[config.mk]
export PLATFORM = sky130hd
export DESIGN_NAME = pixel_to_occupancy_cell_unit_flat
export DESIGN_NICKNAME = d
export VERILOG_FILES = /design/src/design/p2oc_pkg.sv /design/src/design/p2oc_pix_if.sv /design/src/design/p2oc_div_pipe.sv /design/src/design/pixel_to_occupancy_cell_unit.sv /design/src/flat_wrapper.sv
export SDC_FILE = /design/constraint.sdc
export NUM_CORES = 2
export LEC_CHECK = 0
export ABC_CLOCK_PERIOD_IN_PS = 20300
export BUFFER_PORTS_ARGS = -buffer_cell sky130_fd_sc_hd__buf_2
export CORE_ASPECT_RATIO = 0.5
export CORE_MARGIN = 3
export CORE_UTILIZATION = 70
export DETAILED_ROUTE_END_ITERATION = 8
export GPL_TIMING_DRIVEN = 0
export PLACE_DENSITY = 0.88
export REMOVE_ABC_BUFFERS = 1
export SKIP_CTS_REPAIR_TIMING = 1
export SYNTH_ARGS = -nofsm -noshare
export SYNTH_HDL_FRONTEND = slang
export SYNTH_SLANG_ARGS = --single-unit
[constraint.sdc]
create_clock -name clk_i -period 20.3 [get_ports clk_i]
set_input_delay 4.06 -clock clk_i [delete_from_list [all_inputs] [get_ports clk_i]]
set_output_delay 4.06 -clock clk_i [all_outputs]
set_load 0.02 [all_outputs]
[src/design/p2oc_pkg.sv]
// Package for the pixel to occupancy cell unit: register indexes, map modes,
// cell codes, reset values and the tag that travels beside the divider.
// No dependencies.
`default_nettype none

package p2oc_pkg;

  // Configuration port geometry
  localparam int unsigned CFG_IDX_W  = 3;
  localparam int unsigned CFG_DATA_W = 16;
  localparam int unsigned CNT_W      = 3;
  localparam int unsigned MAX_CHANNELS_DEF = 4;

  // Register indexes
  typedef enum logic [CFG_IDX_W-1:0] {
    REG_CHANNEL_COUNT = 3'd0,
    REG_ALPHA_PRESENT = 3'd1,
    REG_MAP_MODE      = 3'd2,
    REG_INVERT_INPUT  = 3'd3,
    REG_OCC_THRESH    = 3'd4,
    REG_FREE_THRESH   = 3'd5
  } p2oc_reg_e;

  // Map modes; the fourth code behaves as raw
  typedef enum logic [1:0] {
    MODE_TRINARY = 2'd0,
    MODE_SCALE   = 2'd1,
    MODE_RAW     = 2'd2
  } p2oc_mode_e;

  // Reset values
  localparam logic [CNT_W-1:0] RST_CHANNEL_COUNT = 3'd1;
  localparam logic [15:0]      RST_OCC_THRESH    = 16'd42598;
  localparam logic [15:0]      RST_FREE_THRESH   = 16'd12845;

  // Cell codes
  localparam logic [7:0] CELL_OCCUPIED = 8'd100;
  localparam logic [7:0] CELL_FREE     = 8'd0;
  localparam logic [7:0] CELL_UNKNOWN  = 8'd255;
  localparam logic [7:0] SCALE_TOP     = 8'd99;
  localparam logic [7:0] FULL_BYTE     = 8'd255;

  // Quotient bits of the scale division (result never exceeds 99)
  localparam int unsigned DIV_STEPS = 7;

  // Reciprocal of six in Q0.18 for the three-channel raw average
  localparam logic [15:0] RECIP_SIX = 16'd43691;
  localparam int unsigned RECIP_SHIFT = 18;

  // What the divider carries beside each operand pair
  typedef struct packed {
    logic       scale;
    logic [7:0] fixed_val;
  } p2oc_tag_t;

endpackage

`default_nettype wire

[src/design/p2oc_pix_if.sv]
// Channel interfaces of the pixel to occupancy cell unit: pixel in, cell out.
// Both use a valid/ready handshake. No dependencies.
`default_nettype none

interface p2oc_pix_if;
  logic       valid;
  logic       ready;
  logic [7:0] chan_a;
  logic [7:0] chan_b;
  logic [7:0] chan_c;
  logic [7:0] chan_d;

  modport source (output valid, output chan_a, output chan_b, output chan_c,
                  output chan_d, input ready);
  modport sink   (input valid, input chan_a, input chan_b, input chan_c,
                  input chan_d, output ready);
endinterface

interface p2oc_cell_if;
  logic       valid;
  logic       ready;
  logic [7:0] cell_value;

  modport source (output valid, output cell_value, input ready);
  modport sink   (input valid, input cell_value, output ready);
endinterface

`default_nettype wire

[src/design/p2oc_div_pipe.sv]
// Pipelined restoring divider: one quotient bit per register stage, with a
// side tag carried alongside. Depends on p2oc_pkg.
`default_nettype none

module p2oc_div_pipe #(
  parameter int unsigned XW = 34,
  parameter int unsigned YW = 27
) (
  input  wire                    clk_i,
  input  wire                    rst_ni,
  input  wire                    in_valid_i,
  output logic                   in_ready_o,
  input  wire  [XW-1:0]          x_i,
  input  wire  [YW-1:0]          y_i,
  input  wire  p2oc_pkg::p2oc_tag_t tag_i,
  output logic                   out_valid_o,
  input  wire                    out_ready_i,
  output logic [p2oc_pkg::DIV_STEPS-1:0] quot_o,
  output p2oc_pkg::p2oc_tag_t    tag_o
);
  import p2oc_pkg::*;

  localparam int unsigned NS = DIV_STEPS;

  logic [NS-1:0]  v_q;
  logic [NS-1:0]  adv;
  logic [XW-1:0]  r_q   [NS];
  logic [YW-1:0]  y_q   [NS];
  logic [NS-1:0]  quo_q [NS];
  p2oc_tag_t      tag_q [NS];

  // Advance a stage when it is empty or its successor takes its item
  always_comb begin
    adv[NS-1] = !v_q[NS-1] || out_ready_i;
    for (int i = NS - 2; i >= 0; i--) begin
      adv[i] = !v_q[i] || adv[i+1];
    end
  end

  assign in_ready_o = adv[0];

  for (genvar i = 0; i < NS; i++) begin : g_step
    localparam int unsigned SH = NS - 1 - i;

    logic [XW-1:0] r_in;
    logic [YW-1:0] y_in;
    logic [NS-1:0] quo_in;
    p2oc_tag_t     tag_in;
    logic          v_in;
    logic [XW-1:0] ysh;
    logic          take;
    logic [XW-1:0] r_d;
    logic [NS-1:0] quo_d;

    if (i == 0) begin : g_first
      assign r_in   = x_i;
      assign y_in   = y_i;
      assign quo_in = '0;
      assign tag_in = tag_i;
      assign v_in   = in_valid_i;
    end else begin : g_next
      assign r_in   = r_q[i-1];
      assign y_in   = y_q[i-1];
      assign quo_in = quo_q[i-1];
      assign tag_in = tag_q[i-1];
      assign v_in   = v_q[i-1];
    end

    // Try to subtract the divisor shifted to this quotient bit
    always_comb begin
      ysh   = XW'(y_in) << SH;
      take  = (r_in >= ysh);
      r_d   = take ? (r_in - ysh) : r_in;
      quo_d = {quo_in[NS-2:0], take};
    end

    always_ff @(posedge clk_i or negedge rst_ni) begin
      if (!rst_ni) begin
        v_q[i] <= 1'b0;
      end else if (adv[i]) begin
        v_q[i] <= v_in;
      end
    end

    always_ff @(posedge clk_i) begin
      if (adv[i]) begin
        r_q[i]   <= r_d;
        y_q[i]   <= y_in;
        quo_q[i] <= quo_d;
        tag_q[i] <= tag_in;
      end
    end
  end

  assign out_valid_o = v_q[NS-1];
  assign quot_o      = quo_q[NS-1];
  assign tag_o       = tag_q[NS-1];

endmodule

`default_nettype wire

[src/design/pixel_to_occupancy_cell_unit.sv]
// Pixel to occupancy cell unit: top level with configuration registers and the
// front pipeline, feeding p2oc_div_pipe. Depends on p2oc_pkg and the interfaces.
`default_nettype none

// Converts one pixel of up to four channel bytes into one occupancy-grid cell
// byte per transfer. The unit is a pipeline of eleven register stages: four
// front stages (channel sum, threshold products, classification, scale
// operands) followed by seven stages of a restoring divider that produce the
// scale quotient one bit per stage. A pixel may be accepted in every cycle
// while the cell output is not stalled, so the sustained rate is one pixel per
// clock. The cell value is driven from the last divider stage register. Each
// stage holds while its successor is full and stalled, so back-pressure on the
// cell output propagates stage by stage and empty stages still fill.
// Configuration registers are written through cfg_we_i/cfg_idx_i/cfg_data_i
// and must only change while the pipeline holds no items.

module pixel_to_occupancy_cell_unit #(
  parameter int unsigned MAX_CHANNELS = p2oc_pkg::MAX_CHANNELS_DEF
) (
  input  wire                              clk_i,
  input  wire                              rst_ni,
  input  wire                              cfg_we_i,
  input  wire  [p2oc_pkg::CFG_IDX_W-1:0]   cfg_idx_i,
  input  wire  [p2oc_pkg::CFG_DATA_W-1:0]  cfg_data_i,
  p2oc_pix_if.sink                         pix_i,
  p2oc_cell_if.source                      cell_o
);
  import p2oc_pkg::*;

  localparam int unsigned SUM_W = $clog2(255 * MAX_CHANNELS + 1);
  localparam int unsigned LHS_W = SUM_W + 16;
  localparam int unsigned RX_W  = SUM_W + 2;
  localparam int unsigned XW    = LHS_W + 9;
  localparam int unsigned YW    = LHS_W + 1;
  localparam logic [CNT_W-1:0] MAX_N = CNT_W'(MAX_CHANNELS);

  // ---------------- configuration registers ----------------
  logic [CNT_W-1:0] cfg_count_q;
  logic             cfg_alpha_q;
  logic [1:0]       cfg_mode_q;
  logic             cfg_inv_q;
  logic [15:0]      cfg_occ_q;
  logic [15:0]      cfg_free_q;

  always_ff @(posedge clk_i or negedge rst_ni) begin
    if (!rst_ni) begin
      cfg_count_q <= RST_CHANNEL_COUNT;
      cfg_alpha_q <= 1'b0;
      cfg_mode_q  <= MODE_TRINARY;
      cfg_inv_q   <= 1'b0;
      cfg_occ_q   <= RST_OCC_THRESH;
      cfg_free_q  <= RST_FREE_THRESH;
    end else if (cfg_we_i) begin
      case (p2oc_reg_e'(cfg_idx_i))
        REG_CHANNEL_COUNT: cfg_count_q <= cfg_data_i[CNT_W-1:0];
        REG_ALPHA_PRESENT: cfg_alpha_q <= cfg_data_i[0];
        REG_MAP_MODE:      cfg_mode_q  <= cfg_data_i[1:0];
        REG_INVERT_INPUT:  cfg_inv_q   <= cfg_data_i[0];
        REG_OCC_THRESH:    cfg_occ_q   <= cfg_data_i[15:0];
        REG_FREE_THRESH:   cfg_free_q  <= cfg_data_i[15:0];
        default: ;
      endcase
    end
  end

  logic mode_raw;
  assign mode_raw = (cfg_mode_q != MODE_TRINARY) && (cfg_mode_q != MODE_SCALE);

  // ---------------- stage handshake ----------------
  logic s1_v_q, s2_v_q, s3_v_q, s4_v_q;
  logic adv1, adv2, adv3, adv4;
  logic div_ready;

  assign adv4 = !s4_v_q || div_ready;
  assign adv3 = !s3_v_q || adv4;
  assign adv2 = !s2_v_q || adv3;
  assign adv1 = !s1_v_q || adv2;
  assign pix_i.ready = adv1;

  always_ff @(posedge clk_i or negedge rst_ni) begin
    if (!rst_ni) begin
      s1_v_q <= 1'b0;
      s2_v_q <= 1'b0;
      s3_v_q <= 1'b0;
      s4_v_q <= 1'b0;
    end else begin
      if (adv1) s1_v_q <= pix_i.valid;
      if (adv2) s2_v_q <= s1_v_q;
      if (adv3) s3_v_q <= s2_v_q;
      if (adv4) s4_v_q <= s3_v_q;
    end
  end

  // ---------------- stage 1: channel sum and alpha ----------------
  logic [7:0]       chan [4];
  logic [CNT_W-1:0] n_c;
  logic [CNT_W-1:0] m_c;
  logic [SUM_W-1:0] sum_c;
  logic [SUM_W-1:0] full_c;
  logic [1:0]       alpha_idx;
  logic             alpha_zero_c;
  logic [SUM_W-1:0] s1_adj_d;

  assign chan[0] = pix_i.chan_a;
  assign chan[1] = pix_i.chan_b;
  assign chan[2] = pix_i.chan_c;
  assign chan[3] = pix_i.chan_d;

  always_comb begin
    // Clamp the channel count into 1..MAX_CHANNELS
    if (cfg_count_q == '0) begin
      n_c = CNT_W'(1);
    end else if (cfg_count_q > MAX_N) begin
      n_c = MAX_N;
    end else begin
      n_c = cfg_count_q;
    end
    // Drop the alpha channel from the average outside trinary mode
    if ((cfg_mode_q != MODE_TRINARY) && cfg_alpha_q && (n_c >= CNT_W'(2))) begin
      m_c = n_c - CNT_W'(1);
    end else begin
      m_c = n_c;
    end
    sum_c = '0;
    for (int k = 0; k < 4; k++) begin
      if (CNT_W'(k) < m_c) begin
        sum_c = sum_c + SUM_W'(chan[k]);
      end
    end
    alpha_idx    = 2'(n_c - CNT_W'(1));
    alpha_zero_c = (n_c != CNT_W'(1)) && (chan[alpha_idx] == 8'd0);
    full_c       = (SUM_W'(m_c) << 8) - SUM_W'(m_c);
    s1_adj_d     = cfg_inv_q ? (full_c - sum_c) : sum_c;
  end

  logic [SUM_W-1:0] s1_adj_q;
  logic [CNT_W-1:0] s1_m_q;
  logic             s1_az_q;

  always_ff @(posedge clk_i) begin
    if (adv1) begin
      s1_adj_q <= s1_adj_d;
      s1_m_q   <= m_c;
      s1_az_q  <= alpha_zero_c;
    end
  end

  // ---------------- stage 2: threshold products and raw average ----------------
  logic [SUM_W-1:0]    d_c;
  logic [SUM_W-1:0]    p_c;
  logic [LHS_W-1:0]    s2_lhs_d;
  logic [LHS_W-1:0]    s2_tod_d;
  logic [LHS_W-1:0]    s2_tfd_d;
  logic [RX_W-1:0]     rx_c;
  logic [RX_W+15:0]    rprod_c;
  logic [7:0]          s2_raw_d;

  always_comb begin
    d_c      = (SUM_W'(s1_m_q) << 8) - SUM_W'(s1_m_q);
    p_c      = d_c - s1_adj_q;
    s2_lhs_d = {p_c, 16'd0};
    s2_tod_d = LHS_W'(cfg_occ_q) * LHS_W'(d_c);
    s2_tfd_d = LHS_W'(cfg_free_q) * LHS_W'(d_c);
    // Round half up of adj / m, i.e. floor((2 adj + m) / (2 m))
    rx_c     = (RX_W'(s1_adj_q) << 1) + RX_W'(s1_m_q);
    rprod_c  = (RX_W + 16)'(rx_c) * (RX_W + 16)'(RECIP_SIX);
    case (s1_m_q)
      3'd1:    s2_raw_d = 8'(rx_c >> 1);
      3'd2:    s2_raw_d = 8'(rx_c >> 2);
      3'd4:    s2_raw_d = 8'(rx_c >> 3);
      default: s2_raw_d = 8'(rprod_c >> RECIP_SHIFT);
    endcase
  end

  logic [LHS_W-1:0] s2_lhs_q;
  logic [LHS_W-1:0] s2_tod_q;
  logic [LHS_W-1:0] s2_tfd_q;
  logic [7:0]       s2_raw_q;
  logic             s2_az_q;

  always_ff @(posedge clk_i) begin
    if (adv2) begin
      s2_lhs_q <= s2_lhs_d;
      s2_tod_q <= s2_tod_d;
      s2_tfd_q <= s2_tfd_d;
      s2_raw_q <= s2_raw_d;
      s2_az_q  <= s1_az_q;
    end
  end

  // ---------------- stage 3: classify and form the scale operands ----------------
  p2oc_tag_t        s3_tag_d;
  logic [LHS_W-1:0] s3_num_d;
  logic [LHS_W-1:0] s3_den_d;

  always_comb begin
    s3_tag_d.scale     = 1'b0;
    s3_tag_d.fixed_val = CELL_FREE;
    if (mode_raw) begin
      s3_tag_d.fixed_val = s2_raw_q;
    end else if (s2_lhs_q > s2_tod_q) begin
      s3_tag_d.fixed_val = CELL_OCCUPIED;
    end else if (s2_lhs_q < s2_tfd_q) begin
      s3_tag_d.fixed_val = CELL_FREE;
    end else if ((cfg_mode_q == MODE_TRINARY) || s2_az_q) begin
      s3_tag_d.fixed_val = CELL_UNKNOWN;
    end else if (cfg_occ_q <= cfg_free_q) begin
      s3_tag_d.fixed_val = CELL_FREE;
    end else begin
      s3_tag_d.scale = 1'b1;
    end
    s3_num_d = s2_lhs_q - s2_tfd_q;
    s3_den_d = s2_tod_q - s2_tfd_q;
  end

  p2oc_tag_t        s3_tag_q;
  logic [LHS_W-1:0] s3_num_q;
  logic [LHS_W-1:0] s3_den_q;

  always_ff @(posedge clk_i) begin
    if (adv3) begin
      s3_tag_q <= s3_tag_d;
      s3_num_q <= s3_num_d;
      s3_den_q <= s3_den_d;
    end
  end

  // ---------------- stage 4: dividend 198 num + den, divisor 2 den ----------------
  logic [XW-1:0] s4_x_d;
  logic [YW-1:0] s4_y_d;

  assign s4_x_d = XW'(s3_num_q) * XW'(2 * SCALE_TOP) + XW'(s3_den_q);
  assign s4_y_d = YW'(s3_den_q) << 1;

  p2oc_tag_t     s4_tag_q;
  logic [XW-1:0] s4_x_q;
  logic [YW-1:0] s4_y_q;

  always_ff @(posedge clk_i) begin
    if (adv4) begin
      s4_tag_q <= s3_tag_q;
      s4_x_q   <= s4_x_d;
      s4_y_q   <= s4_y_d;
    end
  end

  // ---------------- divider and output select ----------------
  logic [DIV_STEPS-1:0] quot;
  p2oc_tag_t            out_tag;

  p2oc_div_pipe #(
    .XW (XW),
    .YW (YW)
  ) u_div (
    .clk_i       (clk_i),
    .rst_ni      (rst_ni),
    .in_valid_i  (s4_v_q),
    .in_ready_o  (div_ready),
    .x_i         (s4_x_q),
    .y_i         (s4_y_q),
    .tag_i       (s4_tag_q),
    .out_valid_o (cell_o.valid),
    .out_ready_i (cell_o.ready),
    .quot_o      (quot),
    .tag_o       (out_tag)
  );

  // Pass the fixed value, or clamp the scale quotient to the top of the scale range
  always_comb begin
    if (!out_tag.scale) begin
      cell_o.cell_value = out_tag.fixed_val;
    end else if (8'(quot) > SCALE_TOP) begin
      cell_o.cell_value = SCALE_TOP;
    end else begin
      cell_o.cell_value = 8'(quot);
    end
  end

endmodule

`default_nettype wire

[src/flat_wrapper.sv]
// flat-port wrapper written by rule: the top's interface ports become plain ports
module pixel_to_occupancy_cell_unit_flat import p2oc_pkg::*;
#(
  parameter int unsigned MAX_CHANNELS = p2oc_pkg::MAX_CHANNELS_DEF
)
  (clk_i, rst_ni, cfg_we_i, cfg_idx_i, cfg_data_i, pix_i_valid, pix_i_chan_a, pix_i_chan_b, pix_i_chan_c, pix_i_chan_d, pix_i_ready, cell_o_valid, cell_o_cell_value, cell_o_ready);
  p2oc_pix_if pix_i_i ();
  p2oc_cell_if cell_o_i ();
  input  wire clk_i;
  input  wire rst_ni;
  input  wire cfg_we_i;
  input  wire  [p2oc_pkg::CFG_IDX_W-1:0] cfg_idx_i;
  input  wire  [p2oc_pkg::CFG_DATA_W-1:0] cfg_data_i;
  input wire logic [$bits(pix_i_i.valid)-1:0] pix_i_valid;
  input wire logic [$bits(pix_i_i.chan_a)-1:0] pix_i_chan_a;
  input wire logic [$bits(pix_i_i.chan_b)-1:0] pix_i_chan_b;
  input wire logic [$bits(pix_i_i.chan_c)-1:0] pix_i_chan_c;
  input wire logic [$bits(pix_i_i.chan_d)-1:0] pix_i_chan_d;
  output wire logic [$bits(pix_i_i.ready)-1:0] pix_i_ready;
  output wire logic [$bits(cell_o_i.valid)-1:0] cell_o_valid;
  output wire logic [$bits(cell_o_i.cell_value)-1:0] cell_o_cell_value;
  input wire logic [$bits(cell_o_i.ready)-1:0] cell_o_ready;
  assign pix_i_i.valid = pix_i_valid;
  assign pix_i_i.chan_a = pix_i_chan_a;
  assign pix_i_i.chan_b = pix_i_chan_b;
  assign pix_i_i.chan_c = pix_i_chan_c;
  assign pix_i_i.chan_d = pix_i_chan_d;
  assign pix_i_ready = pix_i_i.ready;
  assign cell_o_valid = cell_o_i.valid;
  assign cell_o_cell_value = cell_o_i.cell_value;
  assign cell_o_i.ready = cell_o_ready;
  pixel_to_occupancy_cell_unit #(.MAX_CHANNELS(MAX_CHANNELS)) u_core (.clk_i(clk_i), .rst_ni(rst_ni), .cfg_we_i(cfg_we_i), .cfg_idx_i(cfg_idx_i), .cfg_data_i(cfg_data_i), .pix_i(pix_i_i), .cell_o(cell_o_i));
endmodule
==> impl_metrics.json <==
{
  "final_layout_size_suffix_gt1_frac": 0.06664,
  "fin_ws_ns": 7.817,
  "synth_edf_count": 666,
  "antenna_found_initial": 2,
  "crit_path_end_kind": "output port",
  "criticalPathCategory": "in2out",
  "path_clk_slew_ns": 0.07,
  "utilization": 0.7590,
  "grt_max_degree": 76,
  "place_ws_ns": 7.841,
  "slowest_stage": "nand4_1",
  "syn_inst": 5187,
  "clockBufferDepth": 3,
  "fp-row-count": 72,
  "die_height_um": 204.4,
  "cts_tree": "built",
  "cp_top_family": "simple AND/OR/NAND/NOR gates",
  "detail_route.iter0.violations": 2927,
  "report.final.slew_viol_count": 0,
  "viasPerCell": 5.971,
  "grt_pass1_wl_mm": 192.7,
  "synth_area_leaders": "edfxtp_1 36%, ha_1 14%, fa_1 12%",
  "dr.pass1.iters": 7,
  "relSlewSlack": 0.08996,
  "status": "complete, no violations",
  "avgSynthCellArea_um2": 10.63,
  "yosys_register_bits": 716,
  "rsz0062_at_grt": "no",
  "critPathLaunchType": "input port",
  "yosysUniqueCellTypes": 107,
  "insertion_delay_ns": 0.65,
  "worst_pin_slew_ns": 1.365,
  "cts_buffers": 66,
  "fmax_ghz": 0.08011,
  "netlist_area_mm2": 0.05512,
  "path_cells": "buf_2 > nor2b_1 > and2_1 > and3_1 > nand4_1 > buf_8 > buf_8 > buf_8 > nor2_1 > nand4_1 > buf_2",
  "fin_nets": 6243,
  "syn2layout_area_growth_pct": 6.921,
  "yosysMostFrequentCell": "inv_1",
  "first_global_vias": 38680,
  "io_pins": 66,
  "port_buffers": 65,
  "h-tree-depth": 3,
  "yosysTopAreaCellShare": 0.3628,
  "drv_cap": 0,
  "critPathMostFrequentCell": "buf_8",
  "cp_num_buf_inv": 5,
  "cp_max_fo": 20,
  "hold_slack_ns": 0.4038,
  "hpwl_mm": 92.18,
  "synth_warnings": 0,
  "clockRootBuffer": "clkbuf_16",
  "setup_viol": 0,
  "fin_setup_tns_ns": 0,
  "fin_skew_ns": 0.03241,
  "wirelength_mm": 118.5,
  "gp_congestion": 0.9460,
  "ys.flop_type": "edfxtp_1",
  "fill_cells": 5001,
  "ys_seq_area_frac": 0.3859,
  "arrival_ns": 8.42,
  "worstHoldPathType": "reg2reg",
  "drc": 0,
  "min_period_ns": 12.48,
  "initial_core_util": 0.7098,
  "numClockSinks": 716,
  "ant_nets": 0,
  "coreArea_mm2": 0.07765,
  "vias": 37920,
  "period_share": 0.6149,
  "cp.required_ns": 16.24,
  "hold_violations": 0,
  "wl_per_cell_um": 18.66,
  "grt_use_total": 0.2928,
  "grt_overflow": 0,
  "synth_common_cells": "839 x inv_1, 666 x edfxtp_1, 605 x ha_1, 335 x a21oi_1",
  "synthArstFlopShare": 0.06983,
  "die_w_um": 402.9,
  "dieArea_mm2": 0.08236,
  "cpPeakStageDelay_ns": 0.94,
  "yosysTopAreaCell": "edfxtp_1"
}
[worst reg2reg max path, delay by kind of cell (launching register included)]
| family | cells | cell delay (ns) |
|---|---|---|
| buffers and inverters | 3 | 1.73 |
| XOR/XNOR | 1 | 0.08 |
| adder cells (fa/ha/maj) | 8 | 3.89 |
| AO/OA/AOI/OAI | 8 | 1.96 |
| AND/OR/NAND/NOR | 3 | 0.55 |
| flip-flops | 1 | 0.99 |
[metrics by stage]
stage / instances / instance area (um^2)
detailed placement: 6231 / 56820
floorplan: 5114 / 54800
CTS: 6348 / 58930
finish: 6350 / 58940
global placement: 6215 / 56430
global route: 6350 / 58940
[layer usage]
| layer | up-vias | global-route usage | part of all wire | routed length, um |
|---|---|---|---|---|
| met1 | 18190 | 0.3677 | 0.41 | 48580 |
| li1 | 18140 | - | - | - |
| met3 | 326 | 0.04096 | 0.058 | 6833 |
| met4 | 0 | 0.1335 | 0.046 | 5482 |
| met5 | - | 0 | 0 | 0 |
| met2 | 1263 | 0.5091 | 0.49 | 57600 |
[cell families (layout without fill, tap and decap cells)]
group | count (synthesis) | count (layout) | synth area share
AND/OR/NAND/NOR | 1173 | 1173 | 0.1049
AO/OA/AOI/OAI | 1027 | 1027 | 0.1197
adder cells (fa/ha/maj) | 926 | 926 | 0.2536
buffers and inverters | 917 | 1042 | 0.06326
flip-flops | 716 | 716 | 0.3859
XOR/XNOR | 330 | 330 | 0.05243
multiplexers | 98 | 98 | 0.02029
other | 0 | 2 | 0
[layout by cell type (no fill, tap or decap), types with 105 or more instances in the layout]
cell type	synthesis	layout
a21o_1	138	138
a21oi_1	335	335
and2_1	105	105
edfxtp_1	666	666
fa_1	319	319
ha_1	605	605
inv_1	839	836
nand2_1	319	316
nor2_1	300	298
o21ai_0	201	201
xnor2_1	224	222
xor2_1	106	106
[registers in the layout (all words and copies together) (netlist names), 16 cells and up]
name and flops:
u_core.u_div.r_q 210, u_core.u_div.y_q 150, u_core.u_div.tag_q 63, u_core.s4_x_q 35, u_core.u_div.quo_q 28, u_core.s2_tfd_q 26
u_core.s2_tod_q 26, u_core.s3_den_q 26, u_core.s3_num_q 26, u_core.s4_y_q 25, u_core.cfg_free_q 16, u_core.cfg_occ_q 16
[worst paths after layout]
check / startpoint / endpoint / slack, ns / depth (start not counted)
setup / recovery: cell_o_ready / pix_i_ready / 7.82 / 11
hold / removal: u_core.u_div.tag_q[0][7]$_DFFE_PP_ / u_core.u_div.tag_q[1][7]$_DFFE_PP_ / 0.40 / 0
setup reg to reg: u_core.s1_m_q[0]$_DFFE_PP_ / u_core.s2_tod_q[25]$_DFFE_PP_ / 10.86 / 23
hold reg to reg: u_core.u_div.tag_q[0][7]$_DFFE_PP_ / u_core.u_div.tag_q[1][7]$_DFFE_PP_ / 0.40 / 0
max in group asynchronous: rst_ni / u_core.cfg_free_q[6]$_DFFE_PN0P_ / 16.20 / 1
min in group asynchronous: rst_ni / u_core.u_div.g_step[2].v_in$_DFFE_PN0P_ / 3.50 / 1
[cell type report]
class | count | area, um^2 | area share
multi-input cells | 3554 | 30460 | 0.5169
flip-flops and latches | 716 | 21270 | 0.3609
inverters | 844 | 3168 | 0.05375
clock buffers | 86 | 1799 | 0.03053
clock inverters | 31 | 315.3 | 0.005350
well taps | 1036 | 1296 | 0.02199
diodes | 2 | 5.005 | 0.00008492
repair buffers | 81 | 619.3 | 0.01051
Power is not shown: default switching activity piles up to over one toggle a cycle in this logic, so the estimate is an artifact.
